**src/rtl/dwsg_pkg.sv**
```systemverilog
`default_nettype none
// ============================================================================
// dwsg_pkg: shared constants, tables and types for the DAC waveform generator
// Holds the period and DAC scaling constants, the amplitude scaling reciprocal,
// the quarter-wave sine table and the configuration bundle type.
// ============================================================================
package dwsg_pkg;

    // Core constants. The period must be a power of two of at least four.
    localparam int SAMPLES_PER_PERIOD = 256;
    localparam int DAC_FULL_SCALE     = 4095;
    localparam int VREF_MILLIVOLTS    = 3300;

    localparam int PHASE_W     = $clog2(SAMPLES_PER_PERIOD);
    localparam int HALF_SHIFT  = PHASE_W - 1;
    localparam int CODE_W      = $clog2(DAC_FULL_SCALE + 1);
    localparam int CENTER      = DAC_FULL_SCALE / 2;
    localparam int AMP_W       = $clog2(CENTER + 1);

    localparam logic [PHASE_W-1:0] PHASE_LAST = PHASE_W'(SAMPLES_PER_PERIOD - 1);

    // Port widths fixed by the interface.
    localparam int SAMPLE_W      = 12;
    localparam int PHASE_INDEX_W = 8;
    localparam int WAVE_SEL_W    = 2;
    localparam int CFG_DATA_W    = 16;
    localparam int CFG_INDEX_W   = 2;

    // Register indexes on the configuration port.
    localparam logic [CFG_INDEX_W-1:0] REG_WAVEFORM_SELECT = 2'd0;
    localparam logic [CFG_INDEX_W-1:0] REG_AMPLITUDE_MV    = 2'd1;
    localparam logic [CFG_INDEX_W-1:0] REG_ZERO_BASED      = 2'd2;

    // Waveform codes. The unused code falls back to sine.
    localparam logic [WAVE_SEL_W-1:0] WAVE_SINE     = 2'd0;
    localparam logic [WAVE_SEL_W-1:0] WAVE_SQUARE   = 2'd1;
    localparam logic [WAVE_SEL_W-1:0] WAVE_TRIANGLE = 2'd2;

    // Amplitude scaling: amp = floor(mv * FS / (2 * MAX_MV)) computed as a
    // multiply by a rounded-up reciprocal. The shift is large enough that the
    // rounding error never crosses an integer for any legal millivolt value.
    localparam int     MAX_MV     = VREF_MILLIVOLTS / 2;
    localparam int     MV_W       = $clog2(MAX_MV + 1);
    localparam int     AMP_SHIFT  = 24;
    localparam longint AMP_MULT   =
        ((longint'(DAC_FULL_SCALE) << AMP_SHIFT) + longint'(2 * MAX_MV) - 1)
        / longint'(2 * MAX_MV);
    localparam int     MULT_W     = $clog2(AMP_MULT + 1);
    localparam int     PROD_W     = MV_W + MULT_W;

    // Reset value of the scaled amplitude, from 1650 mV.
    localparam int     AMP_MV_RESET  = 1650;
    localparam longint AMP_RESET_MV  =
        (AMP_MV_RESET > MAX_MV) ? longint'(MAX_MV) : longint'(AMP_MV_RESET);
    localparam longint AMP_RESET_RAW = (AMP_RESET_MV * AMP_MULT) >> AMP_SHIFT;
    localparam logic [AMP_W-1:0] AMP_RESET =
        AMP_W'((AMP_RESET_RAW > longint'(CENTER)) ? longint'(CENTER) : AMP_RESET_RAW);

    // Sine in Q1.15, scaled by 32767.
    localparam int SINE_W = 16;
    localparam logic [SINE_W-1:0] SINE_ONE = 16'd32767;

    localparam logic [14:0] QUARTER_SINE [65] = '{
        15'd0,     15'd804,   15'd1608,  15'd2410,  15'd3212,  15'd4011,
        15'd4808,  15'd5602,  15'd6393,  15'd7179,  15'd7962,  15'd8739,
        15'd9512,  15'd10278, 15'd11039, 15'd11793, 15'd12539, 15'd13279,
        15'd14010, 15'd14732, 15'd15446, 15'd16151, 15'd16846, 15'd17530,
        15'd18204, 15'd18868, 15'd19519, 15'd20159, 15'd20787, 15'd21403,
        15'd22005, 15'd22594, 15'd23170, 15'd23731, 15'd24279, 15'd24811,
        15'd25329, 15'd25832, 15'd26319, 15'd26790, 15'd27245, 15'd27683,
        15'd28105, 15'd28510, 15'd28898, 15'd29268, 15'd29621, 15'd29956,
        15'd30273, 15'd30571, 15'd30852, 15'd31113, 15'd31356, 15'd31580,
        15'd31785, 15'd31971, 15'd32137, 15'd32285, 15'd32412, 15'd32521,
        15'd32609, 15'd32678, 15'd32728, 15'd32757, 15'd32767
    };

    // Configuration as seen by the waveform datapath.
    typedef struct packed {
        logic [WAVE_SEL_W-1:0] wave_sel;
        logic                  zero_based;
        logic [AMP_W-1:0]      amp;
    } t_cfg;

endpackage
`default_nettype wire

```
**src/rtl/dwsg_cfg.sv**
```systemverilog
`default_nettype none
// ============================================================================
// dwsg_cfg: configuration registers
// Holds the waveform select and offset mode, and scales the millivolt
// amplitude into a raw DAC half-span when it is written.
// ============================================================================
module dwsg_cfg (
    input  wire logic                               i_clk,
    input  wire logic                               i_rst_n,
    input  wire logic                               i_cfg_we,
    input  wire logic [dwsg_pkg::CFG_INDEX_W-1:0]   i_cfg_index,
    input  wire logic [dwsg_pkg::CFG_DATA_W-1:0]    i_cfg_data,
    output dwsg_pkg::t_cfg                          o_cfg
);

    localparam int RAW_W = dwsg_pkg::PROD_W - dwsg_pkg::AMP_SHIFT;

    logic [dwsg_pkg::WAVE_SEL_W-1:0] r_wave_sel;
    logic                            r_zero_based;
    logic [dwsg_pkg::AMP_W-1:0]      r_amp;
    logic [dwsg_pkg::AMP_W-1:0]      n_amp;

    logic [dwsg_pkg::MV_W-1:0]       mv_clamped;
    logic [dwsg_pkg::PROD_W-1:0]     amp_prod;
    logic [RAW_W-1:0]                amp_raw;

    // Clamp to half the reference, then multiply by the reciprocal.
    always_comb begin
        if (i_cfg_data > dwsg_pkg::CFG_DATA_W'(dwsg_pkg::MAX_MV)) begin
            mv_clamped = dwsg_pkg::MV_W'(dwsg_pkg::MAX_MV);
        end else begin
            mv_clamped = dwsg_pkg::MV_W'(i_cfg_data);
        end
        amp_prod = dwsg_pkg::PROD_W'(mv_clamped) * dwsg_pkg::PROD_W'(dwsg_pkg::AMP_MULT);
        amp_raw  = amp_prod[dwsg_pkg::PROD_W-1:dwsg_pkg::AMP_SHIFT];
        if (amp_raw > RAW_W'(dwsg_pkg::CENTER)) begin
            n_amp = dwsg_pkg::AMP_W'(dwsg_pkg::CENTER);
        end else begin
            n_amp = dwsg_pkg::AMP_W'(amp_raw);
        end
    end

    always_ff @(posedge i_clk) begin
        if (!i_rst_n) begin
            r_wave_sel   <= dwsg_pkg::WAVE_SINE;
            r_zero_based <= 1'b1;
            r_amp        <= dwsg_pkg::AMP_RESET;
        end else if (i_cfg_we) begin
            unique case (i_cfg_index)
                dwsg_pkg::REG_WAVEFORM_SELECT: begin
                    r_wave_sel <= i_cfg_data[dwsg_pkg::WAVE_SEL_W-1:0];
                end
                dwsg_pkg::REG_AMPLITUDE_MV: begin
                    r_amp <= n_amp;
                end
                dwsg_pkg::REG_ZERO_BASED: begin
                    r_zero_based <= i_cfg_data[0];
                end
                default: begin
                end
            endcase
        end
    end

    assign o_cfg.wave_sel   = r_wave_sel;
    assign o_cfg.zero_based = r_zero_based;
    assign o_cfg.amp        = r_amp;

endmodule
`default_nettype wire

```
**src/rtl/dwsg_wave.sv**
```systemverilog
`default_nettype none
// ============================================================================
// dwsg_wave: waveform code datapath
// Turns one phase position and the current configuration into a DAC code for
// the sine, square or triangle wave.
// ============================================================================
module dwsg_wave (
    input  wire dwsg_pkg::t_cfg                     i_cfg,
    input  wire logic [dwsg_pkg::PHASE_W-1:0]       i_phase,
    output logic      [dwsg_pkg::SAMPLE_W-1:0]      o_code
);

    localparam int CODE_W = dwsg_pkg::CODE_W;
    localparam int AMP_W  = dwsg_pkg::AMP_W;
    localparam int X_W    = dwsg_pkg::SINE_W + AMP_W;
    localparam int Q_W    = X_W - 15;
    localparam int STEP_W = CODE_W + dwsg_pkg::HALF_SHIFT;

    logic [dwsg_pkg::PHASE_W+7:0] k_wide;
    logic [7:0]                   k;
    logic [6:0]                   tab_idx;
    logic [14:0]                  mag;
    logic [dwsg_pkg::SINE_W-1:0]  sine_ofs;
    logic [X_W-1:0]               sine_prod;
    logic [Q_W-1:0]               q0;
    logic [15:0]                  rem0;
    logic [CODE_W:0]              sine_z;
    logic [CODE_W+1:0]            sine_sum;
    logic [CODE_W-1:0]            sine_code;

    logic [CODE_W:0]              hi_raw;
    logic [CODE_W-1:0]            hi;
    logic [CODE_W-1:0]            lo_raw;
    logic [CODE_W-1:0]            lo;
    logic [CODE_W-1:0]            span;
    logic                         first_half;
    logic [STEP_W-1:0]            step_prod;
    logic [CODE_W-1:0]            step;
    logic [CODE_W-1:0]            tri_code;
    logic [CODE_W-1:0]            code;

    // Sine: the offset value s + 32767 times amp, divided by 2^15 - 1.
    // Writing x = q0 * 2^15 + lo gives x = q0 * (2^15 - 1) + (lo + q0), and
    // that remainder stays below twice the divisor, so one correction does.
    // The centered form follows from the same quotient minus amp.
    always_comb begin
        k_wide   = {i_phase, 8'd0} >> dwsg_pkg::PHASE_W;
        k        = k_wide[7:0];
        tab_idx  = k[6] ? (7'd64 - {1'b0, k[5:0]}) : {1'b0, k[5:0]};
        mag      = dwsg_pkg::QUARTER_SINE[tab_idx];
        sine_ofs = k[7] ? (dwsg_pkg::SINE_ONE - dwsg_pkg::SINE_W'(mag))
                        : (dwsg_pkg::SINE_ONE + dwsg_pkg::SINE_W'(mag));
        sine_prod = X_W'(sine_ofs) * X_W'(i_cfg.amp);
        q0        = sine_prod[X_W-1:15];
        rem0      = 16'(sine_prod[14:0]) + 16'(q0);
        if (rem0 >= dwsg_pkg::SINE_ONE) begin
            sine_z = (CODE_W+1)'(q0) + 1'b1;
        end else begin
            sine_z = (CODE_W+1)'(q0);
        end
        if (i_cfg.zero_based) begin
            sine_sum = (CODE_W+2)'(sine_z);
        end else begin
            sine_sum = (CODE_W+2)'(dwsg_pkg::CENTER) - (CODE_W+2)'(i_cfg.amp)
                     + (CODE_W+2)'(sine_z);
        end
        if (sine_sum > (CODE_W+2)'(dwsg_pkg::DAC_FULL_SCALE)) begin
            sine_code = CODE_W'(dwsg_pkg::DAC_FULL_SCALE);
        end else begin
            sine_code = CODE_W'(sine_sum);
        end
    end

    // High and low levels shared by the square and triangle.
    always_comb begin
        if (i_cfg.zero_based) begin
            hi_raw = (CODE_W+1)'(i_cfg.amp) << 1;
            lo_raw = '0;
        end else begin
            hi_raw = (CODE_W+1)'(dwsg_pkg::CENTER) + (CODE_W+1)'(i_cfg.amp);
            if (CODE_W'(dwsg_pkg::CENTER) >= CODE_W'(i_cfg.amp)) begin
                lo_raw = CODE_W'(dwsg_pkg::CENTER) - CODE_W'(i_cfg.amp);
            end else begin
                lo_raw = '0;
            end
        end
        if (hi_raw > (CODE_W+1)'(dwsg_pkg::DAC_FULL_SCALE)) begin
            hi = CODE_W'(dwsg_pkg::DAC_FULL_SCALE);
        end else begin
            hi = CODE_W'(hi_raw);
        end
        lo = (lo_raw > hi) ? hi : lo_raw;
    end

    // Triangle: the position within the current half period scales the span.
    always_comb begin
        first_half = !i_phase[dwsg_pkg::PHASE_W-1];
        span       = hi - lo;
        step_prod  = STEP_W'(span) * STEP_W'(i_phase[dwsg_pkg::PHASE_W-2:0]);
        step       = CODE_W'(step_prod >> dwsg_pkg::HALF_SHIFT);
        if (i_phase == '0 || i_phase == dwsg_pkg::PHASE_LAST) begin
            tri_code = lo;
        end else if (first_half) begin
            tri_code = lo + step;
        end else begin
            tri_code = hi - step;
        end
    end

    always_comb begin
        unique case (i_cfg.wave_sel)
            dwsg_pkg::WAVE_SQUARE:   code = first_half ? hi : lo;
            dwsg_pkg::WAVE_TRIANGLE: code = tri_code;
            default:                 code = sine_code;
        endcase
        o_code = dwsg_pkg::SAMPLE_W'(code);
    end

endmodule
`default_nettype wire

```
**src/rtl/dac_waveform_sample_generator.sv**
```systemverilog
`default_nettype none
// ============================================================================
// dac_waveform_sample_generator: sine, square and triangle DAC sample source
// Produces one DAC code per update beat from a phase counter that walks
// through one period, with configurable shape, amplitude and offset mode.
// ============================================================================
// The block takes one update beat per clock cycle and returns its result beat
// the next cycle from an output register; a new beat is accepted whenever the
// output register is empty or its contents are being taken in the same cycle,
// so a steady stream runs at one sample per cycle and a stalled output holds
// at most one sample. Each input beat is a tick that may restart the phase at
// zero; otherwise the phase advances by one and wraps after the last sample
// of the period, which is flagged with period_end. The sample is a DAC code
// clamped to full scale. Waveform select 0 or 3 gives a sine from a Q1.15
// quarter-wave table, 1 a square that is high for the first half period, and
// 2 a triangle that rises over the first half and falls over the second, with
// its first and last samples forced to the low level. The amplitude register
// takes millivolts, is clamped to half the reference voltage and is scaled to
// a raw half-span by a multiplier at write time, so the new value is in
// effect from the next cycle on. With zero_based set the wave spans zero to
// twice that half-span; otherwise it swings around mid-scale. Configuration
// writes are intended for idle periods; they take effect at once.
// ============================================================================
module dac_waveform_sample_generator (
    input  wire logic                                  i_clk,
    input  wire logic                                  i_rst_n,

    // Update tick channel.
    input  wire logic                                  i_in_valid,
    output logic                                       o_in_ready,
    input  wire logic                                  i_restart,

    // Sample channel.
    output logic                                       o_out_valid,
    input  wire logic                                  i_out_ready,
    output logic      [dwsg_pkg::SAMPLE_W-1:0]         o_sample,
    output logic      [dwsg_pkg::PHASE_INDEX_W-1:0]    o_phase_index,
    output logic                                       o_period_end,

    // Configuration write port.
    input  wire logic                                  i_cfg_we,
    input  wire logic [dwsg_pkg::CFG_INDEX_W-1:0]      i_cfg_index,
    input  wire logic [dwsg_pkg::CFG_DATA_W-1:0]       i_cfg_data
);

    dwsg_pkg::t_cfg                      cfg;

    logic [dwsg_pkg::PHASE_W-1:0]        r_phase;
    logic [dwsg_pkg::PHASE_W-1:0]        n_phase;
    logic [dwsg_pkg::PHASE_W-1:0]        cur_phase;
    logic [dwsg_pkg::SAMPLE_W-1:0]       wave_code;
    logic                                in_fire;
    logic                                is_last;

    logic                                r_out_valid;
    logic [dwsg_pkg::SAMPLE_W-1:0]       r_sample;
    logic [dwsg_pkg::PHASE_INDEX_W-1:0]  r_phase_index;
    logic                                r_period_end;

    dwsg_cfg u_cfg (
        .i_clk       (i_clk),
        .i_rst_n     (i_rst_n),
        .i_cfg_we    (i_cfg_we),
        .i_cfg_index (i_cfg_index),
        .i_cfg_data  (i_cfg_data),
        .o_cfg       (cfg)
    );

    // The output register is the only buffer: accept when it is free or
    // being drained in this cycle.
    assign o_in_ready = !r_out_valid || i_out_ready;
    assign in_fire    = i_in_valid && o_in_ready;

    // A restart beat uses phase zero for its own sample.
    always_comb begin
        cur_phase = i_restart ? '0 : r_phase;
        is_last   = (cur_phase == dwsg_pkg::PHASE_LAST);
        n_phase   = is_last ? '0 : cur_phase + 1'b1;
    end

    dwsg_wave u_wave (
        .i_cfg   (cfg),
        .i_phase (cur_phase),
        .o_code  (wave_code)
    );

    always_ff @(posedge i_clk) begin
        if (!i_rst_n) begin
            r_phase     <= '0;
            r_out_valid <= 1'b0;
        end else begin
            if (in_fire) begin
                r_phase     <= n_phase;
                r_out_valid <= 1'b1;
            end else if (i_out_ready) begin
                r_out_valid <= 1'b0;
            end
        end
    end

    // Result payload; loaded only on an accepted beat.
    always_ff @(posedge i_clk) begin
        if (in_fire) begin
            r_sample      <= wave_code;
            r_phase_index <= dwsg_pkg::PHASE_INDEX_W'(cur_phase);
            r_period_end  <= is_last;
        end
    end

    assign o_out_valid   = r_out_valid;
    assign o_sample      = r_sample;
    assign o_phase_index = r_phase_index;
    assign o_period_end  = r_period_end;

`ifndef SYNTHESIS
    // A restart beat must come out as the first sample of a period.
    a_restart_phase: assert property (@(posedge i_clk) disable iff (!i_rst_n)
        in_fire && i_restart |=> o_out_valid && r_phase_index == '0)
        else $error("restart beat did not produce phase zero");

    // The period end flag and the phase wrap must agree.
    a_period_wrap: assert property (@(posedge i_clk) disable iff (!i_rst_n)
        in_fire |=> r_period_end == (r_phase == '0))
        else $error("period_end does not match the phase wrap");

    // Without restart or wrap, the phase advances by exactly one.
    a_phase_step: assert property (@(posedge i_clk) disable iff (!i_rst_n)
        in_fire && !i_restart && r_phase != dwsg_pkg::PHASE_LAST
        |=> r_phase == dwsg_pkg::PHASE_W'($past(r_phase) + 1'b1))
        else $error("phase did not advance by one");
`endif

endmodule
`default_nettype wire

```
**config.mk**
```make
export PLATFORM = sky130hd
export DESIGN_NAME = dac_waveform_sample_generator
export DESIGN_NICKNAME = d
export VERILOG_FILES = /design/src/rtl/dwsg_pkg.sv /design/src/rtl/dwsg_cfg.sv /design/src/rtl/dwsg_wave.sv /design/src/rtl/dac_waveform_sample_generator.sv
export SDC_FILE = /design/constraint.sdc
export NUM_CORES = 1
export LEC_CHECK = 0
export BUFFER_PORTS_ARGS = -buffer_cell sky130_fd_sc_hd__buf_4
export CAP_MARGIN = 40
export CORE_MARGIN = 10
export CORE_UTILIZATION = 30
export CTS_BUF_LIST = sky130_fd_sc_hd__clkbuf_4
export DETAILED_ROUTE_END_ITERATION = 10
export GPL_TIMING_DRIVEN = 0
export PLACE_DENSITY = 0.53
export SLEW_MARGIN = 5
export SYNTH_ARGS = -nofsm -noshare
export SYNTH_HDL_FRONTEND = slang
export SYNTH_SLANG_ARGS = --single-unit
```
**constraint.sdc**
```tcl
create_clock -name i_clk -period 32.9 [get_ports i_clk]
set_input_delay 6.58 -clock i_clk [delete_from_list [all_inputs] [get_ports i_clk]]
set_output_delay 6.58 -clock i_clk [all_outputs]
set_load 0.005 [all_outputs]
```
Word-level counts from Yosys, hierarchy flattened
Memory sizes are Yosys's and may differ from the RTL's.
Cells that the tools add are included.

word-level totals
  output and inout port bits = 23
  memory bits (read-only) = 1920
  input port bits = 24
  memories kept = 1
  register bits = 44
  logic and storage cells = 69

cells by class
  equality and inequality tests = 5
  $lt $le $gt $ge = 7
  multipliers = 3
  reductions and logical operators = 10
  add/sub/neg operators = 13
  bitwise logic cells = 1
  muxes and demuxes = 21

memories
  name             depth  bits a word  read ports  clocked after Yosys merged registers in  wr ports  RTL line         RTL
  (no name shown)  128    15           1           0                                        0         dwsg_wave.sv:50  mag = dwsg_pkg::QUARTER_SINE[tab_idx];

operator list
  operator                                                                 number
  12-bit 2-to-1 mux                                                        7
  11-bit by 22-bit multiplier with 33-bit output, second input constant    1
  15-bit 2-to-1 mux                                                        2
  16-bit by 11-bit multiplier with 27-bit output                           1
  13-bit 2-to-1 mux                                                        2
  12-bit one-hot mux with 2 select lines                                   1
  11-bit by 11-bit subtractor with 12-bit output, first input constant     2
  12-bit subtractor                                                        2
  11-bit 2-to-1 mux                                                        2
  12-bit by 7-bit multiplier with 19-bit output                            1
  15-bit by 12-bit adder with 16-bit output                                1
  15-bit by 15-bit adder with 16-bit output, first input constant          1
  16-bit by 15-bit >= comparator with 1-bit output, second input constant  1
  16-bit by 11-bit > comparator with 1-bit output, second input constant   1
  16-bit 2-to-1 mux                                                        1
  8-bit 2-to-1 mux                                                         2
  15-bit by 15-bit subtractor with 16-bit output, first input constant     1
  14-bit by 13-bit adder with 14-bit output                                1
  14-bit by 12-bit > comparator with 1-bit output, second input constant   1
  14-bit 2-to-1 mux                                                        1
  12-bit by 1-bit adder with 13-bit output, second input constant          1
  13-bit by 12-bit > comparator with 1-bit output, second input constant   1
  11-bit by 11-bit adder with 12-bit output, first input constant          1
  12-bit adder                                                             1
  other kinds (18)                                                         24

Depth between registers and ports, before layout
Gate-level depths: netlist of run 1.

  depth after elaboration = 18
  mapped depth = 63
  depth with buffers taken out = 58

By module
From an unflattened synthesis of run 1, not the netlist that was laid out.

second synthesis, totals
  cell total of the unflattened synthesis = 2443
  area total of the unflattened synthesis = 19774.0 sq um

by module, submodules not included
  module                         instances  sequential area each (sq um)  area an instance (sq um)  cells each
  dwsg_wave                      1          0.0                           14072.2                   1857
  dwsg_cfg                       1          280.3                         4531.8                    496
  dac_waveform_sample_generator  1          810.8                         1169.9                    90

Least setup slack after synthesis of run 1
OpenSTA, ideal clock, no wires.

  kind = input -> register
  from = in i_restart
  to = reg r_sample (netlist bit o_sample[1]), data pin
  data arrival time = 20096 ps
  path slack = 12532 ps
  stages = 59
  path buffers = 6
  cell sequence = buf_2 > inv_1 > buf_2 > buf_1 > nand2_1 > ha_1 > mux2i_1 > nor2_2 > inv_1 > ha_1 > a21oi_1 > mux4_2 > o32a_1 > clkbuf_1 > inv_1 > ha_1 > nand3_1 > nor4_1 > (+23 left out) > o211ai_1 > a211oi_2 > nand4_1 > nor2_1 > xor2_1 > ha_1 > or2_2 > a21o_1 > o211a_1 > o21a_1 > o21a_1 > o21ai_0 > a21o_1 > a22oi_1 > o31ai_1 > o211a_1 > buf_2 > a21oi_1

between the ends
  cells in the longest elaborated chain, start to end = 18
  elaborated cells between the ends (all ways) = 29
  classes of those cells = add/sub: 8; mul: 2; order compare: 2; eq/ne: 1; mux: 12; bitwise: 1; reduce/logical: 2; memory: 1

RTL lines
  what                                                                                                         RTL line                              RTL
  from (decl)                                                                                                  dac_waveform_sample_generator.sv:31   input wire logic i_restart,
  8-bit 2-to-1 mux (*)                                                                                         dac_waveform_sample_generator.sv:76   cur_phase = i_restart ? '0 : r_phase;
  7-bit by 6-bit subtractor with 7-bit output                                                                  dwsg_wave.sv:49                       tab_idx = k[6] ? (7'd64 - {1'b0, k[5:0]}) : {1'b0, k[5:0]};
  7-bit 2-to-1 mux                                                                                             dwsg_wave.sv:49
  7-bit NOT with 8-bit output (not written as such)                                                            dwsg_wave.sv:50
  memory read 128 x 15 bit                                                                                     --
  15-bit 2-to-1 mux (not written as such) (2 in a row)                                                         dwsg_wave.sv:50
  15-bit by 15-bit adder with 16-bit output or 15-bit by 15-bit subtractor with 16-bit output (tied branches)  dwsg_wave.sv:52, dwsg_wave.sv:51
  16-bit 2-to-1 mux                                                                                            dwsg_wave.sv:51                       sine_ofs = k[7] ? (dwsg_pkg::SINE_ONE - dwsg_pkg::SINE_W'(mag))
  (+2 left out)                                                                                                --
  16-bit by 15-bit >= comparator with 1-bit output                                                             dwsg_wave.sv:56                       if (rem0 >= dwsg_pkg::SINE_ONE) begin
  13-bit 2-to-1 mux                                                                                            dwsg_wave.sv:56
  14-bit by 13-bit adder with 14-bit output                                                                    dwsg_wave.sv:65                       + (CODE_W+2)'(sine_z);
  14-bit 2-to-1 mux                                                                                            dwsg_wave.sv:61                       if (i_cfg.zero_based) begin
  14-bit by 12-bit > comparator with 1-bit output                                                              dwsg_wave.sv:67                       if (sine_sum > (CODE_W+2)'(dwsg_pkg::DAC_FULL_SCALE)) begin
  12-bit 2-to-1 mux                                                                                            dwsg_wave.sv:67
  12-bit one-hot mux with 2 select lines (*)                                                                   dwsg_wave.sv:111                      unique case (i_cfg.wave_sel)
  net u_wave.o_code, one bit                                                                                   dwsg_wave.sv:10                       output logic [dwsg_pkg::SAMPLE_W-1:0] o_code
  to (signal assigned)                                                                                         dac_waveform_sample_generator.sv:104  r_sample <= wave_code;
  to (decl)                                                                                                    dac_waveform_sample_generator.sv:56   logic [dwsg_pkg::SAMPLE_W-1:0] r_sample;

Mark *: on every way through the listed nets, which the timed path passes. The rest lies on a longest branch. The select of a mux whose other input is x is not followed.
A chain may end at the register's enable or synchronous reset.

Worst setup path after layout of run 1
Same ends and word-level chain as after synthesis.

==> run summary, run 1 <==
Routed len/inst: 18.7 um
DRC violations left: 0
Worst R2R Start: r_phase[0]
Total GRT Usage: 16.1%
Cell area after layout: 0.0207 mm2
CTS tree: done
Root Buffer: clkbuf_4
Syn Inst Count: 2,339
Final setup margin: 9.13 ns
Clock Skews: 0.0288 ns
First-pass GRT wire length: 96.2 mm
Core Region: 0.0631 mm2
Number of port buffers: 45
Post-synth top area cell: fa_1
Hold Vio Cnt, Final: 0
Cts-stage hold buffer count: 0
Post-CTS Resized: 0
CP Class: in -> reg
Initial antenna violation count: 1
Final setup fails: 0
Yosys warning count: 0
Mean Syn Cell Area: 8.18 um2
HPWL after DPL: 50.5 mm
CP arrival: 23.95 ns
Top post-synthesis cells by area: fa_1, ha_1, inv_1
Cell area after synthesis: 0.0191 mm2
Layout Nets: 2,953
Hold Path Depth: 1
Max-Cap Viols: 0
Num CTS Buffers: 5
Max incr delay on CP: 0.68 ns
Crit path max fanout: 11
Share of cells above drive strength 1: 4.84%
Setup Buffers After CTS: 0
DIE AREA: 0.0743 mm2
Largest net degree at the start of global routing: 18
CTS Buffer Depth: 2
Crit path to: o_sample[1]
Highest-count cells in the layout ignoring fill and taps: inv_1, ha_1, fa_1
Vias/cell: 5.22
Clock transition at path regs: 0.19 ns
Worst R2R Path Depth: 55
Required @ worst endpoint: 33.08 ns
Peak Freq: 42.1 MHz
Slew @ Worst Pin: 0.994 ns
Drt first-iter violations: 1,231
Worst hold path type: reg -> reg
Pre-CTS WS: 8.85 ns
Slew margin rel.: 32.0%
Register area share after synthesis: 5.70%
Crit path launch type: input port
RSZ-0062 raised after global routing: no
Die Y: 273 um
Final Slew Violations: 0
Flop-to-flop setup slack: 15.65 ns
Top Ports: 47
H-tree lvl count: 2
RR Endpoint: o_sample[1]
Critical Path Sink Type: register
Clk sink count: 44
Area Growth Syn to Fin: 8.13%
Gr ovfl total: 0
Final core occ: 32.8%
Outcome: completed
Top cell type's share of synthesized area: 26.3%
Area after DPL: 0.0206 mm2
Post-synth EDFFs: 21
CP max stage cell: a2111oi_0
Async set-reset flop share out of synthesis: 0%
Die Wd: 273 um
CP Launch Point: i_restart
DR pass1 iterations: 5
Setup_tns: 0 ns
Cell Rows: 92
Commonest non-fill, non-tap cell in the layout: inv_1
Synth cell types: 82
Initial Util: 30.3%
Post-Route WL: 60.6 mm
GPL Wtd Cong: 0.908
Latest clock arrival within the worst-skew pair: 0.48 ns
Dominant synthesized flop cell: dfxtp_1
Min cycle time layout: 23.77 ns
Synthesized flop and latch total: 44
Antenna Nets Post-Route: 0
Vias: 17.0k
Vias in the first global route: 17.3k
Final Cycle Share: 72.2%
## worst min path at each step
stage | from | end | slack [ns]
detailed placement | r_phase[7] | r_phase[7] | 0.50
CTS | r_phase[7] | r_phase[7] | 0.54
finish | r_phase[7] | r_phase[7] | 0.55
floorplan | r_phase[7] | r_phase[7] | 0.46
global route | o_out_valid | o_out_valid | 0.60
global placement | r_phase[7] | r_phase[7] | 0.49
## cell usage after synthesis (24+ instances only)
library cell	number
fa_1	251
nor3_1	44
a21o_1	32
nand2_1	201
a21oi_1	147
nand2b_1	27
nor2_1	144
ha_1	280
xnor2_1	66
a211oi_1	24
nand3_1	40
xor2_1	45
inv_1	360
clkbuf_1	69
o21ai_0	100
and2_1	108
## per-layer routing
layer	vias to the layer above	wire [um]	GRT usage (%)
met4	0	948	2.89
met2	495	27800	26.5
met5	-	0	0
li1	7969	-	-
met3	54	3020	1.75
met1	8436	28900	22.5
## final cells by class
cell class | instances | area, um2
fill | 6794 | 42400
multi-input combinational | 1836 | 16300
inverter | 363 | 1360
sequential | 44 | 1090
tap | 846 | 1060
buffer | 98 | 407
timing repair buffer | 50 | 403
clock inverter | 3 | 42.5
clock buffer | 5 | 37.5
antenna | 3 | 7.51
## through the flow
stage	hold WS [ns]	cells
final	0.547	3248
after global routing	0.598	3247
after detailed placement	0.500	3236
after CTS	0.542	3244
after global placement	0.491	3232
after floorplan	0.457	2341
## cell families after synthesis
logic type               share of synthesized area (%)
AO/OA/AOI/OAI                                     17.0
XOR/XNOR                                          5.08
adder cells (fa/ha/maj)                           44.6
buffers and inverters                             9.25
flip-flops                                        5.70
multiplexers                                      1.06
other                                           0.0392
AND/OR/NAND/NOR                                   17.3
## registers in the layout (all words and copies together) (netlist names)
register,flops
o_sample,12
u_cfg.r_amp,11
o_phase_index,8
r_phase,8
u_cfg.r_wave_sel,2
o_out_valid,1
o_period_end,1
u_cfg.r_zero_based,1
## worst max-delay path, delay by kind of cell
kind                     cells  cell delay [ns]
AND/OR/NAND/NOR              9             2.76
multiplexers                 2             0.43
AO/OA/AOI/OAI               20             5.32
adder cells (fa/ha/maj)     11             4.61
buffers and inverters       12             3.01
XOR/XNOR                     4             1.24
Power of run 1 is not shown: default switching activity piles up to over one toggle a cycle in this logic, so the estimate is an artifact.
==> run 2: changes to the inputs <==
PLACE_DENSITY = 0.55   (was 0.53)
clock period = 20 ns   (was 32.9 ns; I/O delays follow)
==> run summary, run 2 (synthesized netlist as in run 1, its figures left out) <==
Antenna Nets Post-Route: 0 (unchanged)
Commonest non-fill, non-tap cell in the layout: inv_1 (unchanged)
Share of cells above drive strength 1: 6.19% (was 4.84%)
Critical Path Sink Type: register (unchanged)
Outcome: completed (unchanged)
Latest clock arrival within the worst-skew pair: 0.47 ns (was 0.48 ns)
Crit path max fanout: 11 (unchanged)
Core Region: 0.0631 mm2 (unchanged)
Max reg flops: 12 (unchanged)
Num CTS Buffers: 5 (unchanged)
GPL Wtd Cong: 0.935 (was 0.908)
Max incr delay on CP: 0.56 ns (was 0.68 ns)
Initial Util: 30.3% (unchanged)
Worst R2R Path Depth: 59 (was 55)
Min cycle time layout: 19.23 ns
DR pass1 iterations: 7 (was 5)
Final Cycle Share: 96.2%
HPWL after DPL: 51.0 mm (was 50.5 mm)
Die Wd: 273 um (unchanged)
Hold Path Sink: r_phase[7] (unchanged)
Crit path launch type: input port (unchanged)
Initial antenna violation count: 3 (was 1)
Gr ovfl total: 0 (unchanged)
Clk sink count: 44 (unchanged)
Reg area: 0.00109 mm2 (unchanged)
Highest-count cells in the layout ignoring fill and taps: inv_1, ha_1, fa_1 (unchanged)
Clock transition at path regs: 0.16 ns (was 0.19 ns)
Area after DPL: 0.0206 mm2 (about the same)
Flop-to-flop setup slack: 4.37 ns (was 15.65 ns)
Worst hold path type: reg -> reg (unchanged)
Vias/cell: 5.19 (was 5.22)
CP max stage cell: fa_1 (was a2111oi_0)
Max-Cap Viols: 0 (unchanged)
Cell area after layout: 0.0209 mm2 (was 0.0207 mm2)
Routed len/inst: 18.8 um (was 18.7 um)
Required @ worst endpoint: 20.22 ns (was 33.08 ns)
Peak Freq: 52.0 MHz
Largest net degree at the start of global routing: 20 (was 18)
Number of port buffers: 45 (unchanged)
Top Ports: 47 (unchanged)
Final setup fails: 0 (unchanged)
Hold Vio Cnt, Final: 0 (unchanged)
Die Y: 273 um (unchanged)
H-tree lvl count: 2 (unchanged)
CP Class: in -> reg (unchanged)
Final Slew Violations: 0 (unchanged)
CP arrival: 19.45 ns (was 23.95 ns)
Vias in the first global route: 17.3k (about the same)
Slew @ Worst Pin: 1.03 ns (was 0.994 ns)
Cell Rows: 92 (unchanged)
Hold Path Depth: 1 (unchanged)
Layout Nets: 2,961 (was 2,953)
Drt first-iter violations: 1,349 (was 1,231)
RR Endpoint: o_sample[0] (was o_sample[1])
DIE AREA: 0.0743 mm2 (unchanged)
Total GRT Usage: 16.3% (was 16.1%)
CTS Buffer Depth: 2 (unchanged)
Clock Skews: 0.0286 ns (was 0.0288 ns)
Slew margin rel.: 30.7% (was 32.0%)
Worst R2R Start: r_phase[0] (unchanged)
Area Growth Syn to Fin: 9.23% (was 8.13%)
Root Buffer: clkbuf_4 (unchanged)
First-pass GRT wire length: 96.9 mm (was 96.2 mm)
DRC violations left: 0 (unchanged)
# fillers: 6,808 (was 6,794)
Post-Route WL: 61.2 mm (was 60.6 mm)
Multi-input logic area: 0.0164 mm2 (was 0.0163 mm2)
Vias: 16.9k (was 17.0k)
Cts-stage hold buffer count: 0 (unchanged)
CTS tree: done (unchanged)
Hold_sp: r_phase[7] (unchanged)
## run 2: cell count changes in the layout (fill, tap and decap cells not counted), moves of 2 or more
cell,previous run,this run
clkbuf_4,5,7
buf_4,49,52
dlymetal6s2s_1,0,2
xnor2_1,66,64
clkbuf_2,0,9
buf_2,22,25
a221oi_2,0,2
clkbuf_1,69,59
nor4_1,12,10
xnor2_2,0,2
a221oi_1,14,12
## run 2: worst max-delay path by stage
stage                       end      start
finish              o_sample[0]  i_restart
global route        o_sample[0]  i_restart
CTS                 o_sample[1]  i_restart
detailed placement  o_sample[1]  i_restart
global placement    o_sample[1]  i_restart
floorplan           o_sample[7]  i_restart
## run 2: final cells by class
type | instances | area share (%)
well taps | 846 | 5.06
diodes | 3 | 0.0359
clock buffers | 5 | 0.180
clock inverters | 3 | 0.204
repair buffers | 58 | 2.24
multi-input cells | 1836 | 78.5
inverters | 363 | 6.54
plain buffers | 98 | 2.02
flip-flops and latches | 44 | 5.22
## run 2: repair_timing
action                     4_1_cts  5_1_grt
buffers inserted                 0        3
pin swaps                        1        2
hold endpoints to repair         0        0
gates resized for setup         10       32
setup endpoints to repair       12       12
## run 2: worst max-delay path, delay by kind of cell
kind	cells	cell delay [ns]
AOI/OAI and AO/OA	21	4.85
xor gates and xnor gates	4	0.86
adders and majority gates	11	4.25
buffers and inverters	13	2.52
muxes	2	0.82
and+or+nand+nor	11	2.12
## run 2: routing by layer
metal	GRT usage, %	up-vias	part of all wire (%)
met4	3.61	0	1.9
li1	-	7997	-
met2	26.3	481	45
met1	22.6	8366	47
met3	2.52	70	5.3
met5	0	-	0
## run 2: through the flow
| stage | util [%] | setup TNS (ns) | setup slack, ns | cells | hold WS, ns |
|---|---|---|---|---|---|
| after floorplan | - | 0 | 2.21 | 2341 | 0.457 |
| after global placement | 32.6 | -15.17 | -1.34 | 3232 | 0.482 |
| after detailed placement | 32.7 | -14.93 | -1.34 | 3239 | 0.484 |
| after CTS | 32.9 | 0 | 0.122 | 3247 | 0.538 |
| after global routing | 33.1 | -0.0414 | -0.0201 | 3256 | 0.585 |
| final | 33.1 | 0 | 0.770 | 3256 | 0.533 |
Power of run 2 is left out for the same reason.
==> run 3: changes to the inputs <==
CORE_UTILIZATION = 35   (was 30)
PLACE_DENSITY = 0.6   (was 0.55)
==> run summary, run 3 (synthesized netlist as in run 1, its figures left out) <==
Vias/cell: 5.47 (was 5.19)
Gr ovfl total: 0 (unchanged)
Area after DPL: 0.0204 mm2 (was 0.0206 mm2)
Cell area after layout: 0.0206 mm2 (was 0.0209 mm2)
Peak Freq: 52.0 MHz (about the same)
Max incr delay on CP: 0.57 ns (was 0.56 ns)
Outcome: completed (unchanged)
Slew margin rel.: 31.3% (was 30.7%)
Drt first-iter violations: 1,134 (was 1,349)
CTS tree: done (unchanged)
Commonest non-fill, non-tap cell in the layout: inv_1 (unchanged)
Post-route insts no fill: 3,098 (was 3,256)
Slew @ Worst Pin: 1.02 ns (was 1.03 ns)
Vias in the first global route: 17.7k (was 17.3k)
Required @ worst endpoint: 20.14 ns (was 20.22 ns)
Dpl cells: 3,084 (was 3,239)
GPL Wtd Cong: 0.982 (was 0.935)
Top Ports: 47 (unchanged)
CP max stage cell: fa_1 (unchanged)
First-pass GRT wire length: 94.8 mm (was 96.9 mm)
Clk sink count: 44 (unchanged)
Initial Util: 35.4% (was 30.3%)
Critical Path Sink Type: register (unchanged)
Core Region: 0.0540 mm2 (was 0.0631 mm2)
Number of port buffers: 45 (unchanged)
Num CTS Buffers: 5 (unchanged)
Final Slew Violations: 0 (unchanged)
Min cycle time layout: 19.24 ns (was 19.23 ns)
Root Buffer: clkbuf_4 (unchanged)
Final setup fails: 0 (unchanged)
Share of cells above drive strength 1: 5.79% (was 6.19%)
Die Wd: 254 um (was 273 um)
Final Cycle Share: 96.2% (about the same)
CP Class: in -> reg (unchanged)
Clock transition at path regs: 0.16 ns (about the same)
CTS Buffer Depth: 2 (unchanged)
CP dominant cell by count: inv_1
Routed len/inst: 19.0 um (was 18.8 um)
Antenna Nets Post-Route: 0 (unchanged)
Crit path max fanout: 10 (was 11)
HPWL after DPL: 49.0 mm (was 51.0 mm)
Die Y: 254 um (was 273 um)
Post-Route WL: 59.0 mm (was 61.2 mm)
Worst hold path type: reg -> reg (unchanged)
Cell Rows: 85 (was 92)
H-tree lvl count: 2 (unchanged)
Max reg flops: 12 (unchanged)
# fillers: 5,588 (was 6,808)
Latest clock arrival within the worst-skew pair: 0.44 ns (was 0.47 ns)
DR pass1 iterations: 6 (was 7)
Initial antenna violation count: 1 (was 3)
Max-Cap Viols: 0 (unchanged)
Final setup margin: 0.760 ns (was 0.770 ns)
DIE AREA: 0.0644 mm2 (was 0.0743 mm2)
Vias: 16.9k (about the same)
Pre-CTS WS: -1.34 ns (about the same)
Clock Skews: 0.0255 ns (was 0.0286 ns)
CP arrival: 19.38 ns (was 19.45 ns)
WHS: 0.546 ns (was 0.533 ns)
Highest-count cells in the layout ignoring fill and taps: inv_1, ha_1, fa_1 (unchanged)
Hold Vio Cnt, Final: 0 (unchanged)
Layout Nets: 2,955 (was 2,961)
Crit path launch type: input port (unchanged)
Area Growth Syn to Fin: 7.56% (was 9.23%)
Largest net degree at the start of global routing: 21 (was 20)
Total GRT Usage: 18.3% (was 16.3%)
DRC violations left: 0 (unchanged)
[run 3: cell count changes in the layout (fill, tap and decap cells not counted), sizes merged]
cell and delta:
dlymetal6s2s -2, buf -5, bufinv -1, clkbuf +2, diode -2, clkinv -1
clkinvlp +1
[run 3: worst max-delay path, delay by kind of cell]
kind | cells | cell delay, ns
and+or+nand+nor | 10 | 2.22
muxes | 2 | 0.64
AOI/OAI and AO/OA | 22 | 5.52
xor gates and xnor gates | 2 | 0.52
adders and majority gates | 10 | 4.25
buffers and inverters | 12 | 2.19
[run 3: layout make-up]
cell class / count / area [um2] / share of cell area [%]
clock buffers: 6 / 45.0 / 0.219
well taps: 696 / 871 / 4.23
repair buffers: 52 / 414 / 2.01
flip-flops and latches: 44 / 1090 / 5.30
diodes: 1 / 2.50 / 0.0122
inverters: 363 / 1370 / 6.64
multi-input cells: 1836 / 16400 / 79.5
clock inverters: 2 / 12.5 / 0.0608
plain buffers: 98 / 424 / 2.06
[run 3: path summary, 6_finish.rpt]
path | depth (start not counted) | slack [ns] | to | startpoint
worst min register to register | 1 | 0.55 | r_phase[7] | r_phase[7]
worst max-delay path | 58 | 0.76 | o_sample[1] | i_restart
worst max register to register | 55 | 4.32 | o_sample[1] | r_phase[0]
worst min-delay path | 1 | 0.55 | r_phase[7] | r_phase[7]
[run 3: routing by layer]
metal	up-vias	routed length (um)	global-route usage [%]
li1	7977	-	-
met1	8318	27100	24.9
met2	551	26800	29.6
met3	85	3450	2.27
met4	0	1630	5.56
met5	-	0	0
[run 3: timing repair]
action,CTS,global route
gates resized for setup,9,25
hold buffers,0,0
endpoints found under the hold margin,0,0
pin swaps,1,2
endpoints found under the setup margin,12,12
buffers inserted,0,4
[run 3: through the flow]
stage	TNS (ns)	util, %
6_report	0	38.1
5_1_grt	-0.0532	38.1
4_1_cts	0	37.9
3_5_place_dp	-15.21	37.7
3_3_place_gp	-13.34	37.7
2_1_floorplan	0	-
Power of run 3 is left out for the same reason.
